<file path="src/rtl/core/ndrm_pkg.sv">
`default_nettype none
package ndrm_pkg;

    localparam int RING_ENTRIES = 64;
    localparam int QUEUE_DEPTH  = 2;

    localparam int OP_W      = 3;
    localparam int LEN_W     = 14;
    localparam int STATUS_W  = 32;
    localparam int IRQ_W     = 16;
    localparam int IDX_OUT_W = 6;
    localparam int RX_IDX_W  = (RING_ENTRIES > 1) ? $clog2(RING_ENTRIES) : 1;
    localparam int TX_IDX_W  = $clog2(2 * RING_ENTRIES);
    localparam int Q_PTR_W   = (QUEUE_DEPTH > 1) ? $clog2(QUEUE_DEPTH) : 1;
    localparam int Q_CNT_W   = $clog2(QUEUE_DEPTH + 1);
    localparam int CFG_IDX_W = 1;

    localparam logic [OP_W-1:0] OP_TX_SUBMIT = 3'd0;
    localparam logic [OP_W-1:0] OP_TX_CHECK  = 3'd1;
    localparam logic [OP_W-1:0] OP_RX_CHECK  = 3'd2;
    localparam logic [OP_W-1:0] OP_IRQ       = 3'd3;
    localparam logic [OP_W-1:0] OP_LINK      = 3'd4;
    localparam logic [OP_W-1:0] OP_NOP       = 3'd7;

    localparam logic [CFG_IDX_W-1:0] REG_MAX_RX_LEN  = 1'd0;
    localparam logic [CFG_IDX_W-1:0] REG_RX_BUF_SIZE = 1'd1;

    localparam logic [LEN_W-1:0] MAX_RX_LEN_RST  = 14'd1522;
    localparam logic [LEN_W-1:0] RX_BUF_SIZE_RST = 14'd4096;
    localparam logic [LEN_W-1:0] CRC_BYTES       = 14'd4;

    localparam int OWN_BIT   = 31;
    localparam int END_BIT   = 30;
    localparam int FIRST_BIT = 29;
    localparam int LAST_BIT  = 28;
    localparam int ERR_RWT   = 22;
    localparam int ERR_RES   = 21;
    localparam int ERR_RUNT  = 20;
    localparam int ERR_CRC   = 19;

    localparam logic [IRQ_W-1:0] IRQ_ABSENT  = 16'hFFFF;
    localparam logic [IRQ_W-1:0] IRQ_SYS_ERR = 16'h8000;
    localparam logic [IRQ_W-1:0] IRQ_TX_MASK = 16'h008C;
    localparam logic [IRQ_W-1:0] IRQ_RX_MASK = 16'h0053;
    localparam logic [IRQ_W-1:0] IRQ_LINKCHG = 16'h0020;

    typedef struct packed {
        logic [OP_W-1:0]  kind;
        logic [LEN_W-1:0] frame_len;
        logic             own;
        logic             rx_bad;
        logic [LEN_W-1:0] rx_len;
        logic             irq_absent;
        logic             irq_sys_err;
        logic             want_tx_reap;
        logic             want_rx;
        logic             want_link;
        logic             link_bit;
    } cmd_t;

    typedef struct packed {
        logic                 accepted;
        logic                 desc_write;
        logic                 desc_ring;
        logic [IDX_OUT_W-1:0] desc_index;
        logic [STATUS_W-1:0]  desc_word;
        logic [LEN_W-1:0]     rx_len;
        logic                 rx_dropped;
        logic                 want_tx_reap;
        logic                 want_rx;
        logic                 want_link;
        logic                 want_restart;
        logic                 can_send;
    } res_t;

endpackage
`default_nettype wire

</file>
<file path="src/rtl/core/ndrm_front.sv">
`default_nettype none
module ndrm_front (
    input  wire                           clk,
    input  wire                           rst_n,
    input  wire                           cfg_write_en,
    input  wire [ndrm_pkg::CFG_IDX_W-1:0] cfg_index,
    input  wire [ndrm_pkg::LEN_W-1:0]     cfg_data,
    input  wire [ndrm_pkg::OP_W-1:0]      op,
    input  wire [ndrm_pkg::LEN_W-1:0]     frame_len,
    input  wire [ndrm_pkg::STATUS_W-1:0]  desc_status,
    input  wire [ndrm_pkg::IRQ_W-1:0]     irq_status,
    input  wire                           link_bit,
    output ndrm_pkg::cmd_t                cmd
);
    import ndrm_pkg::*;

    logic [LEN_W-1:0] max_rx_len_reg;
    logic [LEN_W-1:0] len;
    logic             frag_bad;
    logic             err_bad;
    logic             size_bad;

    always_ff @(posedge clk or negedge rst_n)
    begin
        if (!rst_n)
        begin
            max_rx_len_reg <= MAX_RX_LEN_RST;
        end
        else if (cfg_write_en && cfg_index == REG_MAX_RX_LEN)
        begin
            max_rx_len_reg <= cfg_data;
        end
    end

    assign len      = desc_status[LEN_W-1:0];
    assign frag_bad = !(desc_status[FIRST_BIT] && desc_status[LAST_BIT]);
    assign err_bad  = desc_status[ERR_RWT] || desc_status[ERR_RES]
                   || desc_status[ERR_RUNT] || desc_status[ERR_CRC];
    assign size_bad = (len < CRC_BYTES) || (len > max_rx_len_reg);

    always_comb
    begin
        case (op)
            OP_TX_SUBMIT, OP_TX_CHECK, OP_RX_CHECK, OP_IRQ, OP_LINK: cmd.kind = op;
            default: cmd.kind = OP_NOP;
        endcase
        cmd.frame_len    = frame_len;
        cmd.own          = desc_status[OWN_BIT];
        cmd.rx_bad       = frag_bad || err_bad || size_bad;
        cmd.rx_len       = len - CRC_BYTES;
        cmd.irq_absent   = (irq_status == IRQ_ABSENT);
        cmd.irq_sys_err  = |(irq_status & IRQ_SYS_ERR);
        cmd.want_tx_reap = |(irq_status & IRQ_TX_MASK);
        cmd.want_rx      = |(irq_status & IRQ_RX_MASK);
        cmd.want_link    = |(irq_status & IRQ_LINKCHG);
        cmd.link_bit     = link_bit;
    end

endmodule
`default_nettype wire

</file>
<file path="src/rtl/core/ndrm_queue.sv">
`default_nettype none
module ndrm_queue (
    input  wire            clk,
    input  wire            rst_n,
    input  wire            push,
    input  ndrm_pkg::cmd_t push_cmd,
    output logic           not_full,
    input  wire            pop,
    output logic           not_empty,
    output ndrm_pkg::cmd_t head_cmd
);
    import ndrm_pkg::*;

    cmd_t               entry_reg [QUEUE_DEPTH];
    logic [Q_PTR_W-1:0] wr_ptr_reg;
    logic [Q_PTR_W-1:0] rd_ptr_reg;
    logic [Q_CNT_W-1:0] count_reg;
    logic               do_push;
    logic               do_pop;

    function automatic logic [Q_PTR_W-1:0] ptr_inc(input logic [Q_PTR_W-1:0] p);
        ptr_inc = (p == Q_PTR_W'(QUEUE_DEPTH - 1)) ? '0 : p + 1'b1;
    endfunction

    assign not_full  = (count_reg != Q_CNT_W'(QUEUE_DEPTH));
    assign not_empty = (count_reg != '0);
    assign do_push   = push && not_full;
    assign do_pop    = pop && not_empty;
    assign head_cmd  = entry_reg[rd_ptr_reg];

    always_ff @(posedge clk)
    begin
        if (do_push)
        begin
            entry_reg[wr_ptr_reg] <= push_cmd;
        end
    end

    always_ff @(posedge clk or negedge rst_n)
    begin
        if (!rst_n)
        begin
            wr_ptr_reg <= '0;
            rd_ptr_reg <= '0;
            count_reg  <= '0;
        end
        else
        begin
            if (do_push)
            begin
                wr_ptr_reg <= ptr_inc(wr_ptr_reg);
            end
            if (do_pop)
            begin
                rd_ptr_reg <= ptr_inc(rd_ptr_reg);
            end
            if (do_push && !do_pop)
            begin
                count_reg <= count_reg + 1'b1;
            end
            else if (do_pop && !do_push)
            begin
                count_reg <= count_reg - 1'b1;
            end
        end
    end

endmodule
`default_nettype wire

</file>
<file path="src/rtl/core/ndrm_back.sv">
`default_nettype none
module ndrm_back (
    input  wire                           clk,
    input  wire                           rst_n,
    input  wire                           cfg_write_en,
    input  wire [ndrm_pkg::CFG_IDX_W-1:0] cfg_index,
    input  wire [ndrm_pkg::LEN_W-1:0]     cfg_data,
    input  wire                           cmd_valid,
    input  ndrm_pkg::cmd_t                cmd,
    output logic                          cmd_pop,
    output logic                          res_valid,
    input  wire                           res_ready,
    output ndrm_pkg::res_t                res
);
    import ndrm_pkg::*;

    localparam int SPAN_W = TX_IDX_W + 1;
    localparam logic [SPAN_W-1:0] TX_MOD = SPAN_W'(2 * RING_ENTRIES);
    localparam logic [SPAN_W-1:0] RING_N = SPAN_W'(RING_ENTRIES);

    logic [LEN_W-1:0]    rx_buf_size_reg;
    logic [TX_IDX_W-1:0] tx_submit_reg;
    logic [TX_IDX_W-1:0] tx_submit_next;
    logic [TX_IDX_W-1:0] tx_reclaim_reg;
    logic [TX_IDX_W-1:0] tx_reclaim_next;
    logic [RX_IDX_W-1:0] rx_pos_reg;
    logic [RX_IDX_W-1:0] rx_pos_next;
    logic                link_reg;
    logic                link_next;
    logic                valid_reg;
    res_t                res_reg;
    res_t                res_next;

    logic [SPAN_W-1:0]   span_now;
    logic [SPAN_W-1:0]   span_after;
    logic [RX_IDX_W-1:0] sub_entry;
    logic [RX_IDX_W-1:0] rec_entry;

    function automatic logic [SPAN_W-1:0] tx_span(input logic [TX_IDX_W-1:0] s,
                                                   input logic [TX_IDX_W-1:0] r);
        logic [SPAN_W-1:0] d;
        d = {1'b0, s} + TX_MOD - {1'b0, r};
        tx_span = (d >= TX_MOD) ? d - TX_MOD : d;
    endfunction

    function automatic logic [TX_IDX_W-1:0] tx_inc(input logic [TX_IDX_W-1:0] v);
        tx_inc = ({1'b0, v} + 1'b1 >= TX_MOD) ? '0 : v + 1'b1;
    endfunction

    function automatic logic [RX_IDX_W-1:0] tx_entry(input logic [TX_IDX_W-1:0] v);
        logic [SPAN_W-1:0] w;
        w = {1'b0, v};
        tx_entry = (w >= RING_N) ? RX_IDX_W'(w - RING_N) : RX_IDX_W'(w);
    endfunction

    function automatic logic end_mark(input logic [RX_IDX_W-1:0] e);
        end_mark = ({1'b0, e} == (RX_IDX_W + 1)'(RING_ENTRIES - 1));
    endfunction

    function automatic logic [RX_IDX_W-1:0] rx_inc(input logic [RX_IDX_W-1:0] e);
        rx_inc = ({1'b0, e} + 1'b1 == (RX_IDX_W + 1)'(RING_ENTRIES)) ? '0 : e + 1'b1;
    endfunction

    assign cmd_pop   = cmd_valid && (!valid_reg || res_ready);
    assign res_valid = valid_reg;
    assign res       = res_reg;
    assign span_now  = tx_span(tx_submit_reg, tx_reclaim_reg);
    assign sub_entry = tx_entry(tx_submit_reg);
    assign rec_entry = tx_entry(tx_reclaim_reg);

    always_comb
    begin
        res_next        = '0;
        tx_submit_next  = tx_submit_reg;
        tx_reclaim_next = tx_reclaim_reg;
        rx_pos_next     = rx_pos_reg;
        link_next       = link_reg;
        case (cmd.kind)
            OP_TX_SUBMIT:
            begin
                if (link_reg && span_now < RING_N)
                begin
                    res_next.accepted   = 1'b1;
                    res_next.desc_write = 1'b1;
                    res_next.desc_index = IDX_OUT_W'(sub_entry);
                    res_next.desc_word  = STATUS_W'(cmd.frame_len);
                    res_next.desc_word[OWN_BIT]   = 1'b1;
                    res_next.desc_word[END_BIT]   = end_mark(sub_entry);
                    res_next.desc_word[FIRST_BIT] = 1'b1;
                    res_next.desc_word[LAST_BIT]  = 1'b1;
                    tx_submit_next = tx_inc(tx_submit_reg);
                end
            end
            OP_TX_CHECK:
            begin
                if (span_now != '0 && !cmd.own)
                begin
                    res_next.accepted   = 1'b1;
                    res_next.desc_write = 1'b1;
                    res_next.desc_index = IDX_OUT_W'(rec_entry);
                    res_next.desc_word[END_BIT] = end_mark(rec_entry);
                    tx_reclaim_next = tx_inc(tx_reclaim_reg);
                end
            end
            OP_RX_CHECK:
            begin
                if (!cmd.own)
                begin
                    res_next.accepted   = !cmd.rx_bad;
                    res_next.rx_dropped = cmd.rx_bad;
                    res_next.rx_len     = cmd.rx_bad ? '0 : cmd.rx_len;
                    res_next.desc_write = 1'b1;
                    res_next.desc_ring  = 1'b1;
                    res_next.desc_index = IDX_OUT_W'(rx_pos_reg);
                    res_next.desc_word  = STATUS_W'(rx_buf_size_reg);
                    res_next.desc_word[OWN_BIT] = 1'b1;
                    res_next.desc_word[END_BIT] = end_mark(rx_pos_reg);
                    rx_pos_next = rx_inc(rx_pos_reg);
                end
            end
            OP_IRQ:
            begin
                if (!cmd.irq_absent)
                begin
                    if (cmd.irq_sys_err)
                    begin
                        tx_submit_next        = '0;
                        tx_reclaim_next       = '0;
                        rx_pos_next           = '0;
                        res_next.want_restart = 1'b1;
                    end
                    else
                    begin
                        res_next.want_tx_reap = cmd.want_tx_reap;
                        res_next.want_rx      = cmd.want_rx;
                        res_next.want_link    = cmd.want_link;
                    end
                end
            end
            OP_LINK:
            begin
                res_next.accepted = (cmd.link_bit != link_reg);
                link_next         = cmd.link_bit;
            end
            default:
            begin
            end
        endcase
        span_after        = tx_span(tx_submit_next, tx_reclaim_next);
        res_next.can_send = link_next && (span_after < RING_N);
    end

    always_ff @(posedge clk)
    begin
        if (cmd_pop)
        begin
            res_reg <= res_next;
        end
    end

    always_ff @(posedge clk or negedge rst_n)
    begin
        if (!rst_n)
        begin
            rx_buf_size_reg <= RX_BUF_SIZE_RST;
            tx_submit_reg   <= '0;
            tx_reclaim_reg  <= '0;
            rx_pos_reg      <= '0;
            link_reg        <= 1'b0;
            valid_reg       <= 1'b0;
        end
        else
        begin
            if (cfg_write_en && cfg_index == REG_RX_BUF_SIZE)
            begin
                rx_buf_size_reg <= cfg_data;
            end
            if (cmd_pop)
            begin
                tx_submit_reg  <= tx_submit_next;
                tx_reclaim_reg <= tx_reclaim_next;
                rx_pos_reg     <= rx_pos_next;
                link_reg       <= link_next;
                valid_reg      <= 1'b1;
            end
            else if (res_ready)
            begin
                valid_reg <= 1'b0;
            end
        end
    end

endmodule
`default_nettype wire

</file>
<file path="src/rtl/core/nic_descriptor_ring_manager_top.sv">
`default_nettype none
// Descriptor ring bookkeeping for a NIC driver: 64-entry transmit ring (submit
// and reclaim indices) and receive ring (one position), plus the link flag.
// Every accepted item gives exactly one result item, in order. Items are
// decoded on entry, held in a two-entry command queue and executed by the
// back end, which updates the ring state and loads the output register in the
// same cycle. Sustained rate is one item per cycle while out_ready is high.
// After reset max_rx_len is 1522 and rx_buffer_size is 4096; both may be
// rewritten only while the block is idle.
module nic_descriptor_ring_manager_top (
    input  wire                            clk,
    input  wire                            rst_n,
    input  wire                            cfg_write_en,
    input  wire [ndrm_pkg::CFG_IDX_W-1:0]  cfg_index,
    input  wire [ndrm_pkg::LEN_W-1:0]      cfg_data,
    input  wire                            in_valid,
    output logic                           in_ready,
    input  wire [ndrm_pkg::OP_W-1:0]       op,
    input  wire [ndrm_pkg::LEN_W-1:0]      frame_len,
    input  wire [ndrm_pkg::STATUS_W-1:0]   desc_status,
    input  wire [ndrm_pkg::IRQ_W-1:0]      irq_status,
    input  wire                            link_bit,
    output logic                           out_valid,
    input  wire                            out_ready,
    output logic                           accepted,
    output logic                           desc_write,
    output logic                           desc_ring,
    output logic [ndrm_pkg::IDX_OUT_W-1:0] desc_index,
    output logic [ndrm_pkg::STATUS_W-1:0]  desc_word,
    output logic [ndrm_pkg::LEN_W-1:0]     rx_len,
    output logic                           rx_dropped,
    output logic                           want_tx_reap,
    output logic                           want_rx,
    output logic                           want_link,
    output logic                           want_restart,
    output logic                           can_send
);
    import ndrm_pkg::*;

    cmd_t front_cmd;
    cmd_t head_cmd;
    res_t res;
    logic q_not_empty;
    logic q_pop;

    ndrm_front u_front (
        .clk          (clk),
        .rst_n        (rst_n),
        .cfg_write_en (cfg_write_en),
        .cfg_index    (cfg_index),
        .cfg_data     (cfg_data),
        .op           (op),
        .frame_len    (frame_len),
        .desc_status  (desc_status),
        .irq_status   (irq_status),
        .link_bit     (link_bit),
        .cmd          (front_cmd)
    );

    ndrm_queue u_queue (
        .clk       (clk),
        .rst_n     (rst_n),
        .push      (in_valid),
        .push_cmd  (front_cmd),
        .not_full  (in_ready),
        .pop       (q_pop),
        .not_empty (q_not_empty),
        .head_cmd  (head_cmd)
    );

    ndrm_back u_back (
        .clk          (clk),
        .rst_n        (rst_n),
        .cfg_write_en (cfg_write_en),
        .cfg_index    (cfg_index),
        .cfg_data     (cfg_data),
        .cmd_valid    (q_not_empty),
        .cmd          (head_cmd),
        .cmd_pop      (q_pop),
        .res_valid    (out_valid),
        .res_ready    (out_ready),
        .res          (res)
    );

    assign accepted     = res.accepted;
    assign desc_write   = res.desc_write;
    assign desc_ring    = res.desc_ring;
    assign desc_index   = res.desc_index;
    assign desc_word    = res.desc_word;
    assign rx_len       = res.rx_len;
    assign rx_dropped   = res.rx_dropped;
    assign want_tx_reap = res.want_tx_reap;
    assign want_rx      = res.want_rx;
    assign want_link    = res.want_link;
    assign want_restart = res.want_restart;
    assign can_send     = res.can_send;

endmodule
`default_nettype wire

</file>
<file path="config.mk">
export PLATFORM = sky130hd
export DESIGN_NAME = nic_descriptor_ring_manager_top
export DESIGN_NICKNAME = d
export VERILOG_FILES = /design/src/rtl/core/ndrm_pkg.sv /design/src/rtl/core/ndrm_front.sv /design/src/rtl/core/ndrm_queue.sv /design/src/rtl/core/ndrm_back.sv /design/src/rtl/core/nic_descriptor_ring_manager_top.sv
export SDC_FILE = /design/constraint.sdc
export NUM_CORES = 1
export LEC_CHECK = 0
export BUFFER_PORTS_ARGS = -buffer_cell sky130_fd_sc_hd__buf_4
export CORE_UTILIZATION = 51
export CTS_CLUSTER_SIZE = 16
export DETAILED_ROUTE_END_ITERATION = 10
export PLACE_DENSITY = 0.76
export SLEW_MARGIN = 25
export SYNTH_ARGS = -nofsm -noshare
export SYNTH_HDL_FRONTEND = slang
export SYNTH_SLANG_ARGS = --single-unit
</file>
<file path="constraint.sdc">
create_clock -name clk -period 4.1 [get_ports clk]
set_input_delay 0.41 -clock clk [delete_from_list [all_inputs] [get_ports clk]]
set_output_delay 0.41 -clock clk [all_outputs]
set_load 0.02 [all_outputs]
</file>
# [Word-level counts from Yosys, hierarchy flattened]
# Memory sizes are Yosys's and may differ from the RTL's.
# Cells that the tools add are included.
[word_totals] elab_cells=155 output_inout_bits=63 ramBits=78 regBits=115 n_memories=1 inputBits=86
[mem_list] name="u_queue.entry_reg" words=2 word_bits=39 rd=1 rd_ports_with_merged_regs=0 wr=1 line_no="ndrm_queue.sv:14" source="cmd_t entry_reg [QUEUE_DEPTH];"
[classes] addsub=19 n_reduce_logical=39 magnitude_cmp=10 mux=43 n_eq_ne=18 bitwise=3
[op_table] op="$pmux W30 S2" count=1
[op_table] op="$mux W56" count=1
[op_table] op="$mux W7" count=8
[op_table] op="$mux W6" count=7
[op_table] op="$mux W38" count=1
[op_table] op="$ge A8 B8 Y1 const B" count=4
[op_table] op="$pmux W7 S2" count=2
[op_table] op="$eq A6 B6 Y1 const B" count=3
[op_table] op="$pmux W6 S3" count=1
[op_table] op="$add A7 B1 Y8 const B" count=2
[op_table] op="$add A7 B8 Y8 const B" count=2
[op_table] op="$eq A16 B16 Y1 const B" count=1
[op_table] op="$lt A8 B7 Y1 const B" count=2
[op_table] op="$mux W8" count=2
[op_table] op="$sub A8 B7 Y8" count=2
[op_table] op="$sub A8 B8 Y8 const B" count=2
[op_table] op="$add A7 B1 Y7 const B" count=2
[op_table] op="$ge A7 B7 Y1 const B" count=2
[op_table] op="$gt A14 B14 Y1" count=1
[op_table] op="$lt A14 B3 Y1 const B" count=1
[op_table] op="$mux W14" count=1
[op_table] op="$sub A14 B3 Y14 const B" count=1
[op_table] op="$eq A3 B2 Y1 const B" count=4
[op_table] op="$pmux W6 S2" count=1
[op_table] op="29 further kinds" count=78

# [Longest topological paths before layout]
[depth] word_depth=14 mapped_depth=23 depth_no_buf=21

# [By module]
# A second synthesis with hierarchy kept.
[hier_totals] cells_unflattened=708 area_unflattened_um2=8789.7
[modules_own_cells] module="ndrm_back" seq_area_each_um2=2283.4 n_inst=1 cells_each=415 area_each_um2=4471.8
[modules_own_cells] module="ndrm_queue" seq_area_each_um2=2442.3 n_inst=1 cells_each=139 area_each_um2=3032.9
[modules_own_cells] module="ndrm_front" seq_area_each_um2=359.1 n_inst=1 cells_each=154 area_each_um2=1285.0

# [Worst setup path after synthesis]
# Ideal clock, no wire load.
[synth_timing] path_kind="flip-flop to flip-flop" start="register u_back.tx_submit_reg[0]" end="register u_back.res_reg, in the netlist u_back.res[0] (data pin)" path_stages_with_launch=22 t_arrival_ps=4006 path_buffers=2 setup_time_ps=259 path_slack_ps=-165 cell_sequence="dfrtp_1 > clkbuf_1 > inv_1 > ha_1 > fa_1 > nor2b_1 > o31ai_1 > a21o_1 > or3_1 > clkbuf_1 > or3_1 > o21ai_0 > ha_1 > a21o_1 > a21o_1 > a21oi_1 > nor2b_1 > o21ai_0 > a21oi_1 > a32o_1 > xnor2_1 > nor2_1"
[synth_rtl] item="start, declared" line_no="ndrm_back.sv:22" source="logic [TX_IDX_W-1:0] tx_submit_reg;"
[synth_rtl] item="start signal, assigned" line_no="ndrm_back.sv:180" source="tx_submit_reg <= tx_submit_next;"
[synth_rtl] item="end signal, assigned" line_no="ndrm_back.sv:157" source="res_reg <= res_next;"
[synth_rtl] item="end, declared" line_no="ndrm_back.sv:31" source="res_t res_reg;"

==> results.md <==
Layout:
- The fraction of layout instances using a drive strength above 1 is 0.2902.
- The sequential cells in the finished layout cover a total of slightly above 0.005 sq mm.
- The number of inserted filler cells in the final layout is 1204.
- The library cells used most frequently in the layout, excluding fill and tap cells, are buf_4, edfxtp_1, nand2_1.
- The leading cell type in the layout, fill and taps excluded is buf_4.
- The net count reported at finish is 969.
- The flip-flop count of the largest register after layout is 78.
- The cell area after layout is between 0.01 and 0.015 sq mm.
- The area growth from synthesis to layout is 23.80%.
- The area used by multi-input combinational logic is approximately 0.0031 sq mm.
- 0 antenna diodes ended up in the layout.
- The end-of-flow core utilization is 0.6521.

STA:
- In the finished design, the share of the clock period the worst path needs comes to 0.9842.
- The final-report hold violation count was 0.
- The final critical path time including I/O delays and setup is 4.035 ns.
- The worst setup skew after layout is 0.01262 ns.
- The number of max-slew violations in the final report is 0.
- The final setup violation count is 0.
- Setup repair after global routing could not meet its margin everywhere.
- The setup total negative slack is 0 ns.
- The tightest slew margin relative to the limit is 0.3618.
- Derived from the worst setup path, the maximum achievable clock frequency is around 0.25 GHz.
- The measured slew at the worst slew-check pin is around 0.96 ns.

Power:
- The post-route total power is roughly 6.5 mW.
- The power density over the cells is around 620 mW/mm^2.
- The peak ir drop on the vdd network is 345.2 uV.
- For this design the static power due to leakage is 4.443 nW.

Floorplan:
- The die covers 0.01704 sq mm.
- After floorplanning, the core was sized to cover 0.01600 sq mm.
- The number of cell rows is 46.
- The number of ports placed on the die boundary is 149.
- The vertical die dimension is ~130 microns.
- In this run the horizontal extent of the chip is 130.6 microns.
- For this configuration, the core starts out at a cell density of 0.5267.

Routing:
- The routed layout has 5977 vias.
- The wire length after detailed routing is 19110 microns.
- Dividing the detail-routed wire length by the instance count gives 17.67 microns.
- The DRC marker count from the first detailed-route iteration is ~420.
- The met2 routed wirelength is 9793 microns.
- The via density per instance is 5.529.
- For this block, wires on met1 add up to 7567 microns.
- The pre-antenna-repair detailed-routing pass consisted of 6 iterations.
- In the routed design, unresolved DRC markers number 0.
- The top metal layer carrying routed signals is met4.
- The detail route stage leaves a number of antenna-violating nets equal to 0.
- The detailed route wirelength on metal3 is 1324 microns.

Worst setup path:
- The worst setup path is of the reg2reg kind.
- The slowest library cell on the worst path is fa_2.
- The kind of capture point of the worst setup path is a register.
- The critical path arrival is 4.22 ns.
- The critical path goes through inv_1 > ha_2 > fa_2 > nor2b_4 > o31ai_4 > a21o_1 > or3_4 > or3_4 > o21ai_2 > ha_1 > a21o_1 > a21o_1 > a21oi_2 > nor2b_1 > o21ai_1 > a21oi_1 > a32o_2 > xnor2_2 > nor2_1.
- The required time at the worst-slack endpoint is 4.28 ns.
- The nature of the critical path startpoint is a register.
- The peak per-stage delay on the critical path is 0.38 ns.
- The largest fanout on the critical path is 3.
- The most numerous cell type found on the critical path is a21o_1.

Outcome:
- The flow ran to the end, and the final reports show no timing, DRC or antenna violations.

Clocking:
- The cell sitting at the root of the clock tree is a clkbuf_16.
- The clock tree from TritonCTS is yes.
- At the later pin of the worst-skew pair, clock insertion delay measures 0.43 ns.
- Clock-pin slew was measured on the worst setup and hold paths at ~0.07 ns.
- The TritonCTS buffer count is 17.
- Counting along the longest clock path gives a buffer depth of 2.
- The count of clock tree sinks is 178.
- The CTS H-tree depth is 4.
- The hold buffer count at cts is 0.

Placed design:
- The wire-length estimate of the detail-placed layout is 13710 microns.
- Input and output buffers added on the ports amount to 123.
- The post-placement cell area is 0.009758 sq mm.
- Routability-driven placement finished with a final weighted congestion of 0.8667.

Job:
- The number of violations of the max-capacitance limit is 0.

Logic synthesis:
- The most frequently used flop master after synthesis is edfxtp_1.
- The synthesis warning total is 0.
- The cell area after synthesis is 0.008428 sq mm.
- The register bit total from synthesis is 178.
- The fraction of registers with async set/reset is 0.3034.
- Synthesis handed over a netlist of 698 instances.
- The count of distinct cell types in the synthesized netlist is 60.
- For this run, the register share of the synthesized area comes to 0.6033.
- A synthesized cell averages 12.07 sq um.
- The number of enable-type register cells in the synthesized netlist is 124.

Global route:
- The largest net degree at the start of global routing is 55.
- The number of global-route vias before repair is between 6000 and 7000.
- The overall global routing resource usage is 0.2379.
- The sum of overflow across all layers after global routing is 0.
- The number of antenna violations at the first check in global routing is 0.
- The first global-routing pass estimated approximately 30000 microns of wire.

Hold path:
- The path class of the tightest hold or removal check is in2async.
## path summary, 6_finish.rpt
path                                                            start                               endpoint  slack [ns]  cells past startpoint
min in group clk                                         frame_len[2]     u_queue.entry_reg[0][24]$_DFFE_PP_        0.16                      1
worst min register to register  u_back.rx_buf_size_reg[9]$_DFFE_PN0P_  u_back.rx_buf_size_reg[9]$_DFFE_PN0P_        0.51                      1
max in group asynchronous                                       rst_n         u_queue.rd_ptr_reg$_DFFE_PN0P_        3.52                      1
worst max-delay path              u_back.tx_submit_reg[0]$_DFFE_PN0P_                u_back.res[0]$_DFFE_PP_        0.06                     19
worst min-delay path                                            rst_n  u_back.rx_buf_size_reg[8]$_DFFE_PN0P_        0.04                      1
worst max register to register    u_back.tx_submit_reg[0]$_DFFE_PN0P_                u_back.res[0]$_DFFE_PP_        0.06                     19
## routing by layer
layer	vias up	GRT usage
met3	37	0.07777
met4	0	0.08654
met2	207	0.4099
met1	2896	0.2777
li1	2837	-
met5	-	0
## synth_stat cells, types with 7 or more instances
cell,n,area share
a21o_1,9,0.0080
dfstp_2,8,0.025
o21ai_0,64,0.038
nand2_1,67,0.030
dfrtp_1,46,0.14
nand2b_1,12,0.0089
a21oi_1,22,0.013
mux2i_1,35,0.042
xnor2_1,9,0.0094
inv_1,40,0.018
mux2_2,23,0.031
ha_1,30,0.045
buf_4,15,0.013
nand4_1,11,0.0082
clkbuf_1,18,0.0080
xor2_1,11,0.011
and3_1,7,0.0052
edfxtp_1,124,0.44
nor2_1,37,0.016
nor3_1,14,0.0083
o31ai_1,7,0.0062
nand3_1,8,0.0048
## per-stage QoR
| stage | hold slack, ns | worst slack [ns] | instances |
|---|---|---|---|
| after floorplan | 0.1144 | 0.02260 | 711 |
| after global placement | 0.4907 | -0.03847 | 1045 |
| after detailed placement | 0.4943 | -0.1674 | 1046 |
| after CTS | 0.05186 | 0.001436 | 1079 |
| after global routing | 0.08758 | -0.1240 | 1081 |
| final | 0.03923 | 0.06465 | 1081 |
## cell families after synthesis
group,after synthesis,synth area share
mux,58,0.07230
fa+ha+maj,31,0.04691
compound gates,136,0.09887
xor+xnor,20,0.02078
simple gates,192,0.1124
buf+inv,82,0.04498
flops,178,0.6033
other cells,1,0.0004449
## report_power, final
part           switching [mW]  total (mW)  internal, mW
logic                    1.33        2.27         0.946
registers               0.194        2.68          2.49
clock network           0.707        1.56         0.850
## worst max-delay path: cells and delay by family (launching register included)
kind / cells / cell delay (ns)
compound gates: 9 / 1.38
xor+xnor: 1 / 0.11
fa+ha+maj: 3 / 0.83
buf+inv: 1 / 0.05
flops: 1 / 0.35
simple gates: 5 / 1.07
## what timing repair did
item / CTS / global route
buffers inserted: 1 / 2
endpoints found under the setup margin: 1 / 1
pin swaps: 3 / 13
endpoints found under the hold margin: 0 / 0
resized for setup: 6 / 18
gates cloned: 0 / 0
## final cells by class
type                       count  area share
clock buffer                  19     0.04149
timing repair buffer         162      0.1181
clock inverter                13     0.01199
inverter                      42     0.01559
sequential                   178      0.4875
tap                          216     0.02590
multi-input combinational    451      0.2994
No activity file was read; power rests on OpenSTA's default activity.
